[src/rtl/frm_pkg.sv]
// Shared types and constants of the frame rate meter.
package frm_pkg;

  localparam int unsigned TIME_W  = 63;
  localparam int unsigned COUNT_W = 16;
  localparam int unsigned CFG_W   = 16;

  // Seconds = (t >> 9) / 5^9, since 1e9 = 2^9 * 5^9.
  localparam int unsigned NS_SHIFT   = 9;
  localparam int unsigned DIVISOR    = 1953125;
  localparam int unsigned DIVIDEND_W = TIME_W - NS_SHIFT;
  localparam int unsigned REM_W      = 21;
  localparam int unsigned SEC_W      = 34;
  localparam int unsigned DIV_STEPS  = 6;
  localparam int unsigned DIV_STAGES = DIVIDEND_W / DIV_STEPS;

  localparam int unsigned QUEUE_DEPTH_DEF = 4;

  localparam logic [COUNT_W-1:0] ZERO_LIMIT_RST = 16'd120;
  localparam logic [COUNT_W-1:0] MIN_LINES_RST  = 16'd5;

  localparam logic CMD_REPORT = 1'b1;

  localparam logic CFG_ZERO_LIMIT = 1'b0;
  localparam logic CFG_MIN_LINES  = 1'b1;

  typedef enum logic [2:0] {
    DEC_NEW     = 3'd0,
    DEC_EMPTIES = 3'd1,
    DEC_FEW     = 3'd2,
    DEC_HELD    = 3'd3,
    DEC_NONE    = 3'd4
  } decision_e;

  typedef struct packed {
    logic              report;
    logic              empty;
    logic [TIME_W-1:0] frame_time;
    logic [SEC_W-1:0]  frame_sec;
  } item_t;

endpackage

[src/rtl/frame_rate_meter_core.sv]
// A report passes the nine-stage seconds divider, the FIFO and the result register.
// Throughput: one item per cycle unless the FIFO is full or a report waits on the result register.
// A report stalls at the FIFO head while the previous result is held in the output register and not drained.
// Reset (async, active low) clears the window, batch counters, queue and pipeline,
// and loads zero_limit = 120, min_lines = 5.
module frame_rate_meter_core #(
  parameter int unsigned QUEUE_DEPTH = frm_pkg::QUEUE_DEPTH_DEF
) (
  input  logic                        clk_i,
  input  logic                        rst_ni,
  input  logic                        cfg_we_i,
  input  logic                        cfg_index_i,
  input  logic [frm_pkg::CFG_W-1:0]   cfg_wdata_i,
  input  logic                        in_valid_i,
  output logic                        in_ready_o,
  input  logic                        command_i,
  input  logic [62:0]                 frame_time_i,
  output logic                        out_valid_o,
  input  logic                        out_ready_i,
  output logic [15:0]                 frames_per_second_o,
  output logic [2:0]                  decision_o
);
  import frm_pkg::*;

  item_t front_item, back_item;
  logic  front_valid, front_ready;
  logic  back_valid, back_ready;

  frm_front u_front (
    .clk_i        (clk_i),
    .rst_ni       (rst_ni),
    .in_valid_i   (in_valid_i),
    .in_ready_o   (in_ready_o),
    .command_i    (command_i),
    .frame_time_i (frame_time_i),
    .item_valid_o (front_valid),
    .item_ready_i (front_ready),
    .item_o       (front_item)
  );

  frm_queue #(
    .DEPTH (QUEUE_DEPTH)
  ) u_queue (
    .clk_i        (clk_i),
    .rst_ni       (rst_ni),
    .push_valid_i (front_valid),
    .push_ready_o (front_ready),
    .push_item_i  (front_item),
    .pop_valid_o  (back_valid),
    .pop_ready_i  (back_ready),
    .pop_item_o   (back_item)
  );

  frm_back u_back (
    .clk_i               (clk_i),
    .rst_ni              (rst_ni),
    .cfg_we_i            (cfg_we_i),
    .cfg_index_i         (cfg_index_i),
    .cfg_wdata_i         (cfg_wdata_i),
    .item_valid_i        (back_valid),
    .item_ready_o        (back_ready),
    .item_i              (back_item),
    .out_valid_o         (out_valid_o),
    .out_ready_i         (out_ready_i),
    .frames_per_second_o (frames_per_second_o),
    .decision_o          (decision_o)
  );

endmodule

[src/rtl/frm_front.sv]
// Front end: accepts items, classifies them and divides the timestamp into seconds.
module frm_front (
  input  logic            clk_i,
  input  logic            rst_ni,
  input  logic            in_valid_i,
  output logic            in_ready_o,
  input  logic            command_i,
  input  logic [62:0]     frame_time_i,
  output logic            item_valid_o,
  input  logic            item_ready_i,
  output frm_pkg::item_t  item_o
);
  import frm_pkg::*;

  typedef struct packed {
    logic [REM_W-1:0]      rem;
    logic [DIVIDEND_W-1:0] num;
  } div_t;

  localparam int unsigned LAST = DIV_STAGES - 1;

  // Restoring division, DIV_STEPS quotient bits per stage; quotient shifts into num.
  function automatic div_t div_steps(input div_t x);
    div_t          y;
    logic [REM_W:0] rs;
    y = x;
    for (int k = 0; k < DIV_STEPS; k++) begin
      rs    = {y.rem, y.num[DIVIDEND_W-1]};
      y.num = {y.num[DIVIDEND_W-2:0], 1'b0};
      if (rs >= (REM_W+1)'(DIVISOR)) begin
        rs       = rs - (REM_W+1)'(DIVISOR);
        y.num[0] = 1'b1;
      end
      y.rem = rs[REM_W-1:0];
    end
    return y;
  endfunction

  logic [DIV_STAGES-1:0] v_q;
  div_t                  div_q   [DIV_STAGES];
  logic                  rep_q   [DIV_STAGES];
  logic                  empty_q [DIV_STAGES];
  logic [TIME_W-1:0]     t_q     [DIV_STAGES];
  logic                  adv;
  div_t                  div_in;

  // Whole pipeline advances unless the last stage is blocked.
  assign adv        = !v_q[LAST] || item_ready_i;
  assign in_ready_o = adv;

  always_comb begin
    div_in.rem = '0;
    div_in.num = frame_time_i[TIME_W-1:NS_SHIFT];
  end

  always_ff @(posedge clk_i or negedge rst_ni) begin
    if (!rst_ni) begin
      v_q <= '0;
    end else if (adv) begin
      v_q <= {v_q[DIV_STAGES-2:0], in_valid_i};
    end
  end

  always_ff @(posedge clk_i) begin
    if (adv) begin
      div_q[0]   <= div_steps(div_in);
      rep_q[0]   <= (command_i == CMD_REPORT);
      empty_q[0] <= (frame_time_i == '0);
      t_q[0]     <= frame_time_i;
      for (int s = 1; s < DIV_STAGES; s++) begin
        div_q[s]   <= div_steps(div_q[s-1]);
        rep_q[s]   <= rep_q[s-1];
        empty_q[s] <= empty_q[s-1];
        t_q[s]     <= t_q[s-1];
      end
    end
  end

  assign item_valid_o = v_q[LAST];

  always_comb begin
    item_o.report     = rep_q[LAST];
    item_o.empty      = empty_q[LAST];
    item_o.frame_time = t_q[LAST];
    item_o.frame_sec  = div_q[LAST].num[SEC_W-1:0];
  end

endmodule

[src/rtl/frm_queue.sv]
// Short FIFO between the front end and the back end.
module frm_queue #(
  parameter int unsigned DEPTH = frm_pkg::QUEUE_DEPTH_DEF
) (
  input  logic            clk_i,
  input  logic            rst_ni,
  input  logic            push_valid_i,
  output logic            push_ready_o,
  input  frm_pkg::item_t  push_item_i,
  output logic            pop_valid_o,
  input  logic            pop_ready_i,
  output frm_pkg::item_t  pop_item_o
);
  import frm_pkg::*;

  localparam int unsigned PTR_W = (DEPTH > 1) ? $clog2(DEPTH) : 1;
  localparam int unsigned CNT_W = $clog2(DEPTH + 1);

  item_t            mem_q [DEPTH];
  logic [PTR_W-1:0] wr_ptr_q, wr_ptr_d;
  logic [PTR_W-1:0] rd_ptr_q, rd_ptr_d;
  logic [CNT_W-1:0] count_q, count_d;
  logic             push, pop;

  assign push_ready_o = (count_q != CNT_W'(DEPTH));
  assign pop_valid_o  = (count_q != '0);
  assign push         = push_valid_i && push_ready_o;
  assign pop          = pop_valid_o && pop_ready_i;
  assign pop_item_o   = mem_q[rd_ptr_q];

  always_comb begin
    wr_ptr_d = wr_ptr_q;
    rd_ptr_d = rd_ptr_q;
    count_d  = count_q;
    if (push) begin
      wr_ptr_d = (wr_ptr_q == PTR_W'(DEPTH - 1)) ? '0 : wr_ptr_q + 1'b1;
    end
    if (pop) begin
      rd_ptr_d = (rd_ptr_q == PTR_W'(DEPTH - 1)) ? '0 : rd_ptr_q + 1'b1;
    end
    if (push && !pop) begin
      count_d = count_q + 1'b1;
    end else if (pop && !push) begin
      count_d = count_q - 1'b1;
    end
  end

  always_ff @(posedge clk_i or negedge rst_ni) begin
    if (!rst_ni) begin
      wr_ptr_q <= '0;
      rd_ptr_q <= '0;
      count_q  <= '0;
    end else begin
      wr_ptr_q <= wr_ptr_d;
      rd_ptr_q <= rd_ptr_d;
      count_q  <= count_d;
    end
  end

  always_ff @(posedge clk_i) begin
    if (push) begin
      mem_q[wr_ptr_q] <= push_item_i;
    end
  end

  a_count_bound: assert property (@(posedge clk_i) disable iff (!rst_ni)
    count_q <= CNT_W'(DEPTH))
    else $error("queue count beyond depth");

  a_push_grows: assert property (@(posedge clk_i) disable iff (!rst_ni)
    push && !pop |=> count_q == $past(count_q) + 1'b1)
    else $error("queue count did not grow on push");

endmodule

[src/rtl/frm_back.sv]
// Back end: window and batch state, report rules and result register.
module frm_back (
  input  logic                           clk_i,
  input  logic                           rst_ni,
  input  logic                           cfg_we_i,
  input  logic                           cfg_index_i,
  input  logic [frm_pkg::CFG_W-1:0]      cfg_wdata_i,
  input  logic                           item_valid_i,
  output logic                           item_ready_o,
  input  frm_pkg::item_t                 item_i,
  output logic                           out_valid_o,
  input  logic                           out_ready_i,
  output logic [frm_pkg::COUNT_W-1:0]    frames_per_second_o,
  output logic [2:0]                     decision_o
);
  import frm_pkg::*;

  function automatic logic [COUNT_W-1:0] sat_inc(input logic [COUNT_W-1:0] v);
    return (v == '1) ? v : v + 1'b1;
  endfunction

  logic [COUNT_W-1:0] zero_limit_q, min_lines_q;

  logic               win_valid_q, win_valid_d;
  logic [TIME_W-1:0]  win_time_q, win_time_d;
  logic [SEC_W-1:0]   win_sec_q, win_sec_d;
  logic [TIME_W-1:0]  newest_time_q, newest_time_d;
  logic [SEC_W-1:0]   newest_sec_q, newest_sec_d;
  logic [COUNT_W-1:0] queued_q, queued_d;
  logic [COUNT_W-1:0] completed_q, completed_d;
  logic               rollover_q, rollover_d;
  logic               accepted_q, accepted_d;
  logic [COUNT_W-1:0] entry_cnt_q, entry_cnt_d;
  logic [COUNT_W-1:0] empty_cnt_q, empty_cnt_d;
  logic [COUNT_W-1:0] prev_rate_q, prev_rate_d;

  logic               out_valid_q, out_valid_d;
  logic [COUNT_W-1:0] fps_q, fps_d;
  decision_e          dec_q, dec_d;

  logic               pop;
  logic [SEC_W-1:0]   ws;
  logic [SEC_W:0]     ws_next;
  logic [SEC_W:0]     fs;
  logic [COUNT_W-1:0] queued_eff;

  // A report waits until the result register is free or being drained.
  assign item_ready_o = !item_i.report || !out_valid_q || out_ready_i;
  assign pop          = item_valid_i && item_ready_o;

  assign ws      = win_valid_q ? win_sec_q : '0;
  assign ws_next = {1'b0, ws} + 1'b1;
  assign fs      = {1'b0, item_i.frame_sec};

  always_comb begin
    win_valid_d   = win_valid_q;
    win_time_d    = win_time_q;
    win_sec_d     = win_sec_q;
    newest_time_d = newest_time_q;
    newest_sec_d  = newest_sec_q;
    queued_d      = queued_q;
    completed_d   = completed_q;
    rollover_d    = rollover_q;
    accepted_d    = accepted_q;
    entry_cnt_d   = entry_cnt_q;
    empty_cnt_d   = empty_cnt_q;
    prev_rate_d   = prev_rate_q;
    out_valid_d   = out_valid_q && !out_ready_i;
    fps_d         = fps_q;
    dec_d         = dec_q;
    queued_eff    = queued_q;

    if (pop && !item_i.report) begin
      entry_cnt_d = sat_inc(entry_cnt_q);
      if (item_i.empty) begin
        empty_cnt_d = sat_inc(empty_cnt_q);
      end else if (win_valid_q && (win_time_q >= item_i.frame_time)) begin
        // Time did not advance: drop the window
        win_valid_d = 1'b0;
      end else begin
        accepted_d = 1'b1;
        if (fs == {1'b0, ws}) begin
          queued_d      = sat_inc(queued_q);
          newest_time_d = item_i.frame_time;
          newest_sec_d  = item_i.frame_sec;
        end else if (fs >= ws_next) begin
          rollover_d    = 1'b1;
          win_valid_d   = 1'b1;
          win_time_d    = item_i.frame_time;
          win_sec_d     = item_i.frame_sec;
          queued_d      = COUNT_W'(1);
          newest_time_d = item_i.frame_time;
          newest_sec_d  = item_i.frame_sec;
          if (fs == ws_next) begin
            completed_d = queued_q;
          end
        end
      end
    end else if (pop) begin
      out_valid_d = 1'b1;
      if (empty_cnt_q >= zero_limit_q) begin
        queued_eff = '0;
        fps_d      = '0;
        dec_d      = DEC_EMPTIES;
      end else if (entry_cnt_q < min_lines_q) begin
        fps_d = prev_rate_q;
        dec_d = DEC_FEW;
      end else if (completed_q != '0) begin
        fps_d       = completed_q;
        prev_rate_d = completed_q;
        dec_d       = DEC_NEW;
      end else if (accepted_q && !rollover_q) begin
        fps_d = prev_rate_q;
        dec_d = DEC_HELD;
      end else begin
        fps_d = '0;
        dec_d = DEC_NONE;
      end
      // Start a new batch; the window resumes at the newest queued frame if any frames remain queued
      queued_d    = queued_eff;
      entry_cnt_d = '0;
      empty_cnt_d = '0;
      completed_d = '0;
      rollover_d  = 1'b0;
      accepted_d  = 1'b0;
      win_valid_d = (queued_eff != '0);
      win_time_d  = newest_time_q;
      win_sec_d   = newest_sec_q;
    end
  end

  always_ff @(posedge clk_i or negedge rst_ni) begin
    if (!rst_ni) begin
      zero_limit_q <= ZERO_LIMIT_RST;
      min_lines_q  <= MIN_LINES_RST;
    end else if (cfg_we_i) begin
      case (cfg_index_i)
        CFG_ZERO_LIMIT: zero_limit_q <= cfg_wdata_i;
        CFG_MIN_LINES:  min_lines_q  <= cfg_wdata_i;
        default: ;
      endcase
    end
  end

  always_ff @(posedge clk_i or negedge rst_ni) begin
    if (!rst_ni) begin
      win_valid_q   <= 1'b0;
      win_time_q    <= '0;
      win_sec_q     <= '0;
      newest_time_q <= '0;
      newest_sec_q  <= '0;
      queued_q      <= '0;
      completed_q   <= '0;
      rollover_q    <= 1'b0;
      accepted_q    <= 1'b0;
      entry_cnt_q   <= '0;
      empty_cnt_q   <= '0;
      prev_rate_q   <= '0;
      out_valid_q   <= 1'b0;
    end else begin
      win_valid_q   <= win_valid_d;
      win_time_q    <= win_time_d;
      win_sec_q     <= win_sec_d;
      newest_time_q <= newest_time_d;
      newest_sec_q  <= newest_sec_d;
      queued_q      <= queued_d;
      completed_q   <= completed_d;
      rollover_q    <= rollover_d;
      accepted_q    <= accepted_d;
      entry_cnt_q   <= entry_cnt_d;
      empty_cnt_q   <= empty_cnt_d;
      prev_rate_q   <= prev_rate_d;
      out_valid_q   <= out_valid_d;
    end
  end

  always_ff @(posedge clk_i) begin
    fps_q <= fps_d;
    dec_q <= dec_d;
  end

  assign out_valid_o         = out_valid_q;
  assign frames_per_second_o = fps_q;
  assign decision_o          = dec_q;

  a_empty_le_entry: assert property (@(posedge clk_i) disable iff (!rst_ni)
    empty_cnt_q <= entry_cnt_q)
    else $error("empty count exceeds entry count");

  a_report_clears: assert property (@(posedge clk_i) disable iff (!rst_ni)
    pop && item_i.report |=> entry_cnt_q == '0 && empty_cnt_q == '0 && completed_q == '0)
    else $error("batch counters not cleared after report");

  a_new_rate_nonzero: assert property (@(posedge clk_i) disable iff (!rst_ni)
    out_valid_q && dec_q == DEC_NEW |-> fps_q != '0 && fps_q == prev_rate_q)
    else $error("new rate result inconsistent");

endmodule
[config.mk]
export PLATFORM = sky130hd
export DESIGN_NAME = frame_rate_meter_core
export DESIGN_NICKNAME = d
export VERILOG_FILES = /design/src/rtl/frm_pkg.sv /design/src/rtl/frame_rate_meter_core.sv /design/src/rtl/frm_front.sv /design/src/rtl/frm_queue.sv /design/src/rtl/frm_back.sv
export SDC_FILE = /design/constraint.sdc
export NUM_CORES = 2
export LEC_CHECK = 0
export ABC_AREA = 1
export BUFFER_PORTS_ARGS = -buffer_cell sky130_fd_sc_hd__buf_2
export CORE_MARGIN = 2
export CORE_UTILIZATION = 45
export CTS_BUF_LIST = sky130_fd_sc_hd__clkbuf_8
export DETAILED_ROUTE_END_ITERATION = 8
export PLACE_DENSITY = 0.57
export SYNTH_ARGS = -nofsm -noshare
export SYNTH_HDL_FRONTEND = slang
export SYNTH_SLANG_ARGS = --single-unit
[constraint.sdc]
create_clock -name clk_i -period 55 [get_ports clk_i]
set_clock_uncertainty 0.05 [all_clocks]
set_input_delay 11 -clock clk_i [delete_from_list [all_inputs] [get_ports clk_i]]
set_output_delay 11 -clock clk_i [all_outputs]
set_load 0.01 [all_outputs]
* Yosys cells after proc, flatten, opt, wreduce, memory -nomap -nowiden
Memory sizes are Yosys's and may differ from the RTL's.
Cells that the tools add are included.
** Word-level totals
- Memories kept :: 5
- Memory bits (writable) :: 1656
- Memory bits (read-only) :: 0
- Output and inout bits :: 21
- Logic and storage cells :: 493
- Flip-flop bits (word level) :: 345
- Latch bits :: 0
- Input bits :: 86
** Cells by class
- Muxes and demuxes :: 282
- Bitwise logic cells :: 6
- Reductions and logical operators :: 38
- Equal/unequal tests :: 20
- Shifts and indexed selects :: 0
- $lt $le $gt $ge :: 58
- Add/subtract/negate cells :: 62
- Multiply operators :: 0
- Divide/modulo/power cells :: 0
** Memories
- u_front.div_q :: words 9, width 75, rd ports 9, clocked after memory_dff 0, write ports 9, line frm_front.sv:40 : div_t div_q [DIV_STAGES];
- u_front.t_q :: words 9, width 63, rd ports 9, clocked after memory_dff 0, write ports 9, line frm_front.sv:43 : logic [TIME_W-1:0] t_q [DIV_STAGES];
- u_queue.mem_q :: words 4, width 99, rd ports 1, clocked after memory_dff 0, write ports 1, line frm_queue.sv:19 : item_t mem_q [DEPTH];
- u_front.empty_q :: words 9, width 1, rd ports 9, clocked after memory_dff 0, write ports 9, line frm_front.sv:42 : logic empty_q [DIV_STAGES];
- u_front.rep_q :: words 9, width 1, rd ports 9, clocked after memory_dff 0, write ports 9, line frm_front.sv:41 : logic rep_q [DIV_STAGES];
** Operators by type and width (number)
- $mux 21 :: 108
- $ge 22x21->1 const B :: 53
- $sub 21x21->21 const B :: 53
- $mux 63 :: 7
- $mux 16 :: 25
- $mux 34 :: 8
- $mux 1 :: 127
- $ge 63x63->1 :: 1
- $logic_not 63->1 :: 1
- $add 16x1->16 const B :: 3
- $eq 16x16->1 const B :: 3
- $add 34x1->35 const B :: 1
- $eq 34x35->1 :: 1
- $ge 34x35->1 :: 1
- $eq 34x34->1 :: 1
- $reduce_bool 16->1 :: 2
- $ge 1x21->1 const B :: 1
- $sub 1x21->21 const B :: 1
- $ge 16x16->1 :: 1
- $lt 16x16->1 :: 1
- $ne 2x2->1 const B :: 8
- $ne 3x3->1 const B :: 5
- $reduce_and 5->1 :: 3
- $mux 3 :: 3
- 16 further kinds :: 48

* Logic depth before layout (Yosys ltp)
An unclocked memory read counts as a cell.
- Depth in word-level cells :: 19
- Mapped depth :: 77
- Mapped depth without buffers :: 73

* By module
A second synthesis with hierarchy kept.
** Unflattened totals
- Cells, all modules :: 11834
- Area total of the unflattened synthesis :: 94610.7 um2
** Modules (own cells, without submodules)
- frm_front :: seq. area each 24368.4 um2, cells an instance 7922, area an instance 58785.1 um2, times used 1
- frm_back :: seq. area each 8335.5 um2, cells an instance 2699, area an instance 19815.3 um2, times used 1
- frm_queue :: seq. area each 12066.6 um2, cells an instance 1213, area an instance 16010.4 um2, times used 1

* Worst setup path before layout
No wires, ideal clock.
- Path kind :: reg2out
- Start point :: register u_queue.count_q[0]
- End point :: output in_ready_o
- Arrival time :: 22.514 ns
- Buffers on the path :: 1
- Setup slack :: 21.436 ns
- Cell stages (with the launch flop) :: 4
- Required time :: 43.950 ns
- Cells stage by stage :: dfrtp_1 -> nor2_1 -> nand3_1 -> clkbuf_1
** Between the ends
- Cells in the longest elaborated chain, start to end :: 2
** RTL lines
- from (decl) :: line frm_queue.sv:22 : logic [CNT_W-1:0] count_q, count_d;
- from (signal assigned) :: line frm_queue.sv:56 : count_q <= count_d;
- $ne 3x3->1 :: line frm_queue.sv:25 : assign push_ready_o = (count_q != CNT_W'(DEPTH));
- $logic_or 1x1->1 :: line frm_front.sv:48 : assign adv = !v_q[LAST] || item_ready_i;
- to (decl) :: line frame_rate_meter_core.sv:15 : output logic in_ready_o,
No other way between the ends.

* Worst setup path in the final report
- Start point :: input out_ready_i
- End point :: register u_back.win_time_q[29]
** Between the ends
- Cells in the longest elaborated chain, start to end :: 5
- Elaborated cells on any way between the ends :: 10
- Those cells by class :: eq/ne: 4; mux: 1; reduce/logical: 5
** RTL lines
- from (decl) :: line frame_rate_meter_core.sv:19 : input logic out_ready_i,
- $logic_or 1x1->1 (*) :: line frm_back.sv:48 : assign item_ready_o = !item_i.report || !out_valid_q || out_ready_i;
- $logic_and 1x1->1 (*) :: line frm_back.sv:49 : assign pop = item_valid_i && item_ready_o;
- $logic_and 1x1->1 :: line frm_back.sv:73 : if (pop && !item_i.report) begin
- $ne 2x2->1 (no line) / $reduce_bool 2->1 (equally long branches)
- $reduce_and 5->1 (no line)
- to (signal assigned) :: line frm_back.sv:162 : win_time_q <= win_time_d;
- to (decl) :: line frm_back.sv:25 : logic [TIME_W-1:0] win_time_q, win_time_d;
Every way passes the cells marked *; elsewhere a longest branch is shown, timed or not.
A chain may end at the register's enable or synchronous reset.

==> qor.txt <==
Mux contribution to synthesized area: 0.0246%
Clk sinks: 1,545
Slew headroom: 31.7%
Yosys warns: 0
Number of synthesized flops with an enable pin: 1,219
Full die area: 207,000 um^2
Layout Cells excl Fill: 14.2k
Critical Path AT: 14.29 ns
Setup tns final: 0 ns
Rows: 165
Min-Delay Path Class: reg -> reg
Synth top area cells: edfxtp_1, nand2_1, dfrtp_1
Crit. Startpoint: out_ready_i
CP Data Required Time: 55.78 ns
Clock-pin slew of the registers on the worst-case setup and hold paths: 0.08 ns
Clock Latency Late Sink: 1.02 ns
DIE HEIGHT: 455 um
Netlist Area Pre-Place: 91,700 um^2
DRC viols: 0
Syn avg cell area: 8.20 um^2
R2r worst-path depth: 70
# port buffers: 106
Area Overhead vs Synth: 8.42%
Adder-Cell Fraction of Synth Area: 2.81%
Critical path class: in -> reg
RSZ-0062 raised after global routing: no
DR WL/cell: 16.4 um
Fin. max-slew vios: 0
Startpoint types: input pin
Initial core utilization: 45.3%
Core Box Area: 202,000 um^2
Clock Tree Buf Depth: 4
Initial antenna violation count: 1
Total track usage: 22.2%
Vias in the first global route: 69.9k
Main combinational cell family by area after synthesis: simple AND/OR/NAND/NOR gates
Hold Vio Cnt, Final: 0
Register area share after synthesis: 48.8%
Worst Tran Pin Value: 1.02 ns
FF-to-FF Start: u_front.t_q[0][284]$_DFFE_PP_
Global-route wire length before repair: 374 mm
Period utilisation layout: 24.6%
Hold_buf cts: 0
Setup-failing EPs final: 0
Top-level I/O count: 107
CTS tree: built
Setup crit end: u_back.win_time_q[29]$_DFFE_PN0P_
Max-cap check violation count: 0
CP Max Fanout: 84
Vias: 73.6k
Top_reg_cell synth: edfxtp_1
Grt total ovfl: 0
CTS root buffer: clkbuf_8
Post-cts resize count: 0
Nets: 11.6k
H-tree levels: 5
Setup slack, reg-to-reg: 42.90 ns
Share of layout cells above drive strength 1: 9.13%
Die W: 455 um
Hpwl dp: 165 mm
Async set-reset flop share out of synthesis: 21.1%
Status: completed
Critical path endpoint category: flop
Final ANT Viol Nets: 0
Fill cells: 19.7k
Placer Congestion: 0.898
Drt via density: 5.20
Max Clk Rate: 0.0740 GHz
Post-CTS Setup Inserts: 0
Fin crit period: 13.51 ns
DRT Pass-1 Iters: 6
Placed Cells incl. Taps: 13.7k
Post-synth top area cell: edfxtp_1
Seq cells post-synth: 1,545
Post-synthesis xor/xnor area fraction: 3.87%
Share of the synthesized area in the top cell type: 39.9%
Largest net degree at the start of global routing: 180
Reg2reg end: u_front.div_q[0][434]$_DFFE_PP_
TritonCTS buffer count: 288
Simple-gate share of the synthesized area: 29.9%
Post-Synthesis Cells: 11.2k
Initial DRC Count: 5,440
Synthesized Nets: 11.5k
Cell variety after synth: 84
Final WL: 232 mm
Complex-gate fraction of the synthesized area: 7.35%
synth_stat cells (all sizes together) (13+ instances only):
master,count
dfrtp,320
nor4,35
clkbuf,181
xor2,373
o21ai,768
edfxtp,1219
and2,13
o21a,15
inv,1248
a21oi,221
o211ai,33
nand4,323
nor2,1061
nor3,88
ha,204
nand2,3729
xnor2,28
o22ai,72
nand3b,42
nand3,952
buf,129
logic make-up after synthesis:
kind of cell,count (synthesis)
and+or+nand+nor,6257
buffers and inverters,1563
DFF,1545
AOI/OAI and AO/OA,1202
xor gates and xnor gates,401
adders and majority gates,205
muxes,2
stage by stage:
| stage | cell area, um^2 | hold WS, ns | setup slack, ns | util, % |
|---|---|---|---|---|
| floorplan | 91700 | 0.350 | 21.44 | - |
| global placement | 94100 | 0.350 | 40.41 | 46.5 |
| detailed placement | 94100 | 0.355 | 40.43 | 46.5 |
| CTS | 99400 | 0.310 | 41.53 | 49.1 |
| global route | 99400 | 0.326 | 41.17 | 49.1 |
| finish | 99400 | 0.317 | 41.49 | 49.1 |
flip-flops by register name, indices dropped and copies added (netlist names), 16 cells and up:
register / cells
u_back.frames_per_second_o: 16
u_back.newest_time_q: 63
u_back.newest_sec_q: 34
u_back.win_time_q: 63
u_back.completed_q: 16
u_back.win_sec_q: 34
u_back.empty_cnt_q: 16
u_back.zero_limit_q: 16
u_front.t_q: 567
u_back.prev_rate_q: 16
u_back.queued_q: 16
u_front.div_q: 219
u_queue.mem_q: 396
u_back.min_lines_q: 16
u_back.entry_cnt_q: 16
final cells by class:
class | instances | area (um^2) | share of cell area (%)
repair buffers | 154 | 938 | 0.944
flip-flops and latches | 1545 | 44800 | 45.1
well taps | 2672 | 3340 | 3.36
multi-input cells | 8067 | 40400 | 40.6
clock buffers | 301 | 4140 | 4.17
diodes | 1 | 2.50 | 0.00252
inverters | 1253 | 4730 | 4.76
clock inverters | 183 | 1090 | 1.10
placed cells by master, fill, tap and decap left out, drive strengths merged, types with 13 or more instances in the layout:
cell type and n:
nand2 3729, inv 1328, edfxtp 1219, nor2 1061, nand3 952, o21ai 768, xor2 373, nand4 323
dfrtp 320, clkbuf 301, a21oi 221, ha 204, buf 154, nor3 88, clkinv 86, o22ai 72
nand3b 42, nor4 35, o211ai 33, xnor2 28, o21a 15, and2 13
worst max-delay path, cell delays in order:
cell and delay [ns]:
buf_2 0.08, inv_1 0.03, nand2_1 0.16, o21ai_0 0.30, nor2_4 0.16, inv_1 0.05
buf_4 0.21, a21oi_1 0.17, inv_1 0.10, nor2_4 0.73, inv_4 0.49, buf_4 0.52
nand2_1 0.14, o21ai_0 0.10
worst min path at each step:
stage / from / end / slack [ns] / cells after the start
after detailed placement: u_front.div_q[0][303]$_DFFE_PP_ / u_front.div_q[0][384]$_DFFE_PP_ / 0.35 / 0
after CTS: u_front.t_q[0][277]$_DFFE_PP_ / u_front.t_q[0][340]$_DFFE_PP_ / 0.31 / 0
after global routing: u_front.div_q[0][377]$_DFFE_PP_ / u_front.div_q[0][458]$_DFFE_PP_ / 0.33 / 0
after global placement: u_front.t_q[0][298]$_DFFE_PP_ / u_front.t_q[0][361]$_DFFE_PP_ / 0.35 / 0
after floorplan: u_front.div_q[0][225]$_DFFE_PP_ / u_front.div_q[0][306]$_DFFE_PP_ / 0.35 / 0
final: u_front.t_q[0][277]$_DFFE_PP_ / u_front.t_q[0][340]$_DFFE_PP_ / 0.32 / 0
layer usage:
| metal | wire length [um] | global-route usage (%) | up-vias |
|---|---|---|---|
| met5 | 0 | 0 | - |
| met4 | 5010 | 5.90 | 0 |
| met3 | 8740 | 2.71 | 350 |
| met2 | 108000 | 36.5 | 1434 |
| met1 | 110000 | 31.1 | 34541 |
| li1 | - | - | 37320 |
Power is left out: the tool's default activity adds up to more than one toggle a clock period on the data nets, which glitch-free logic cannot reach.
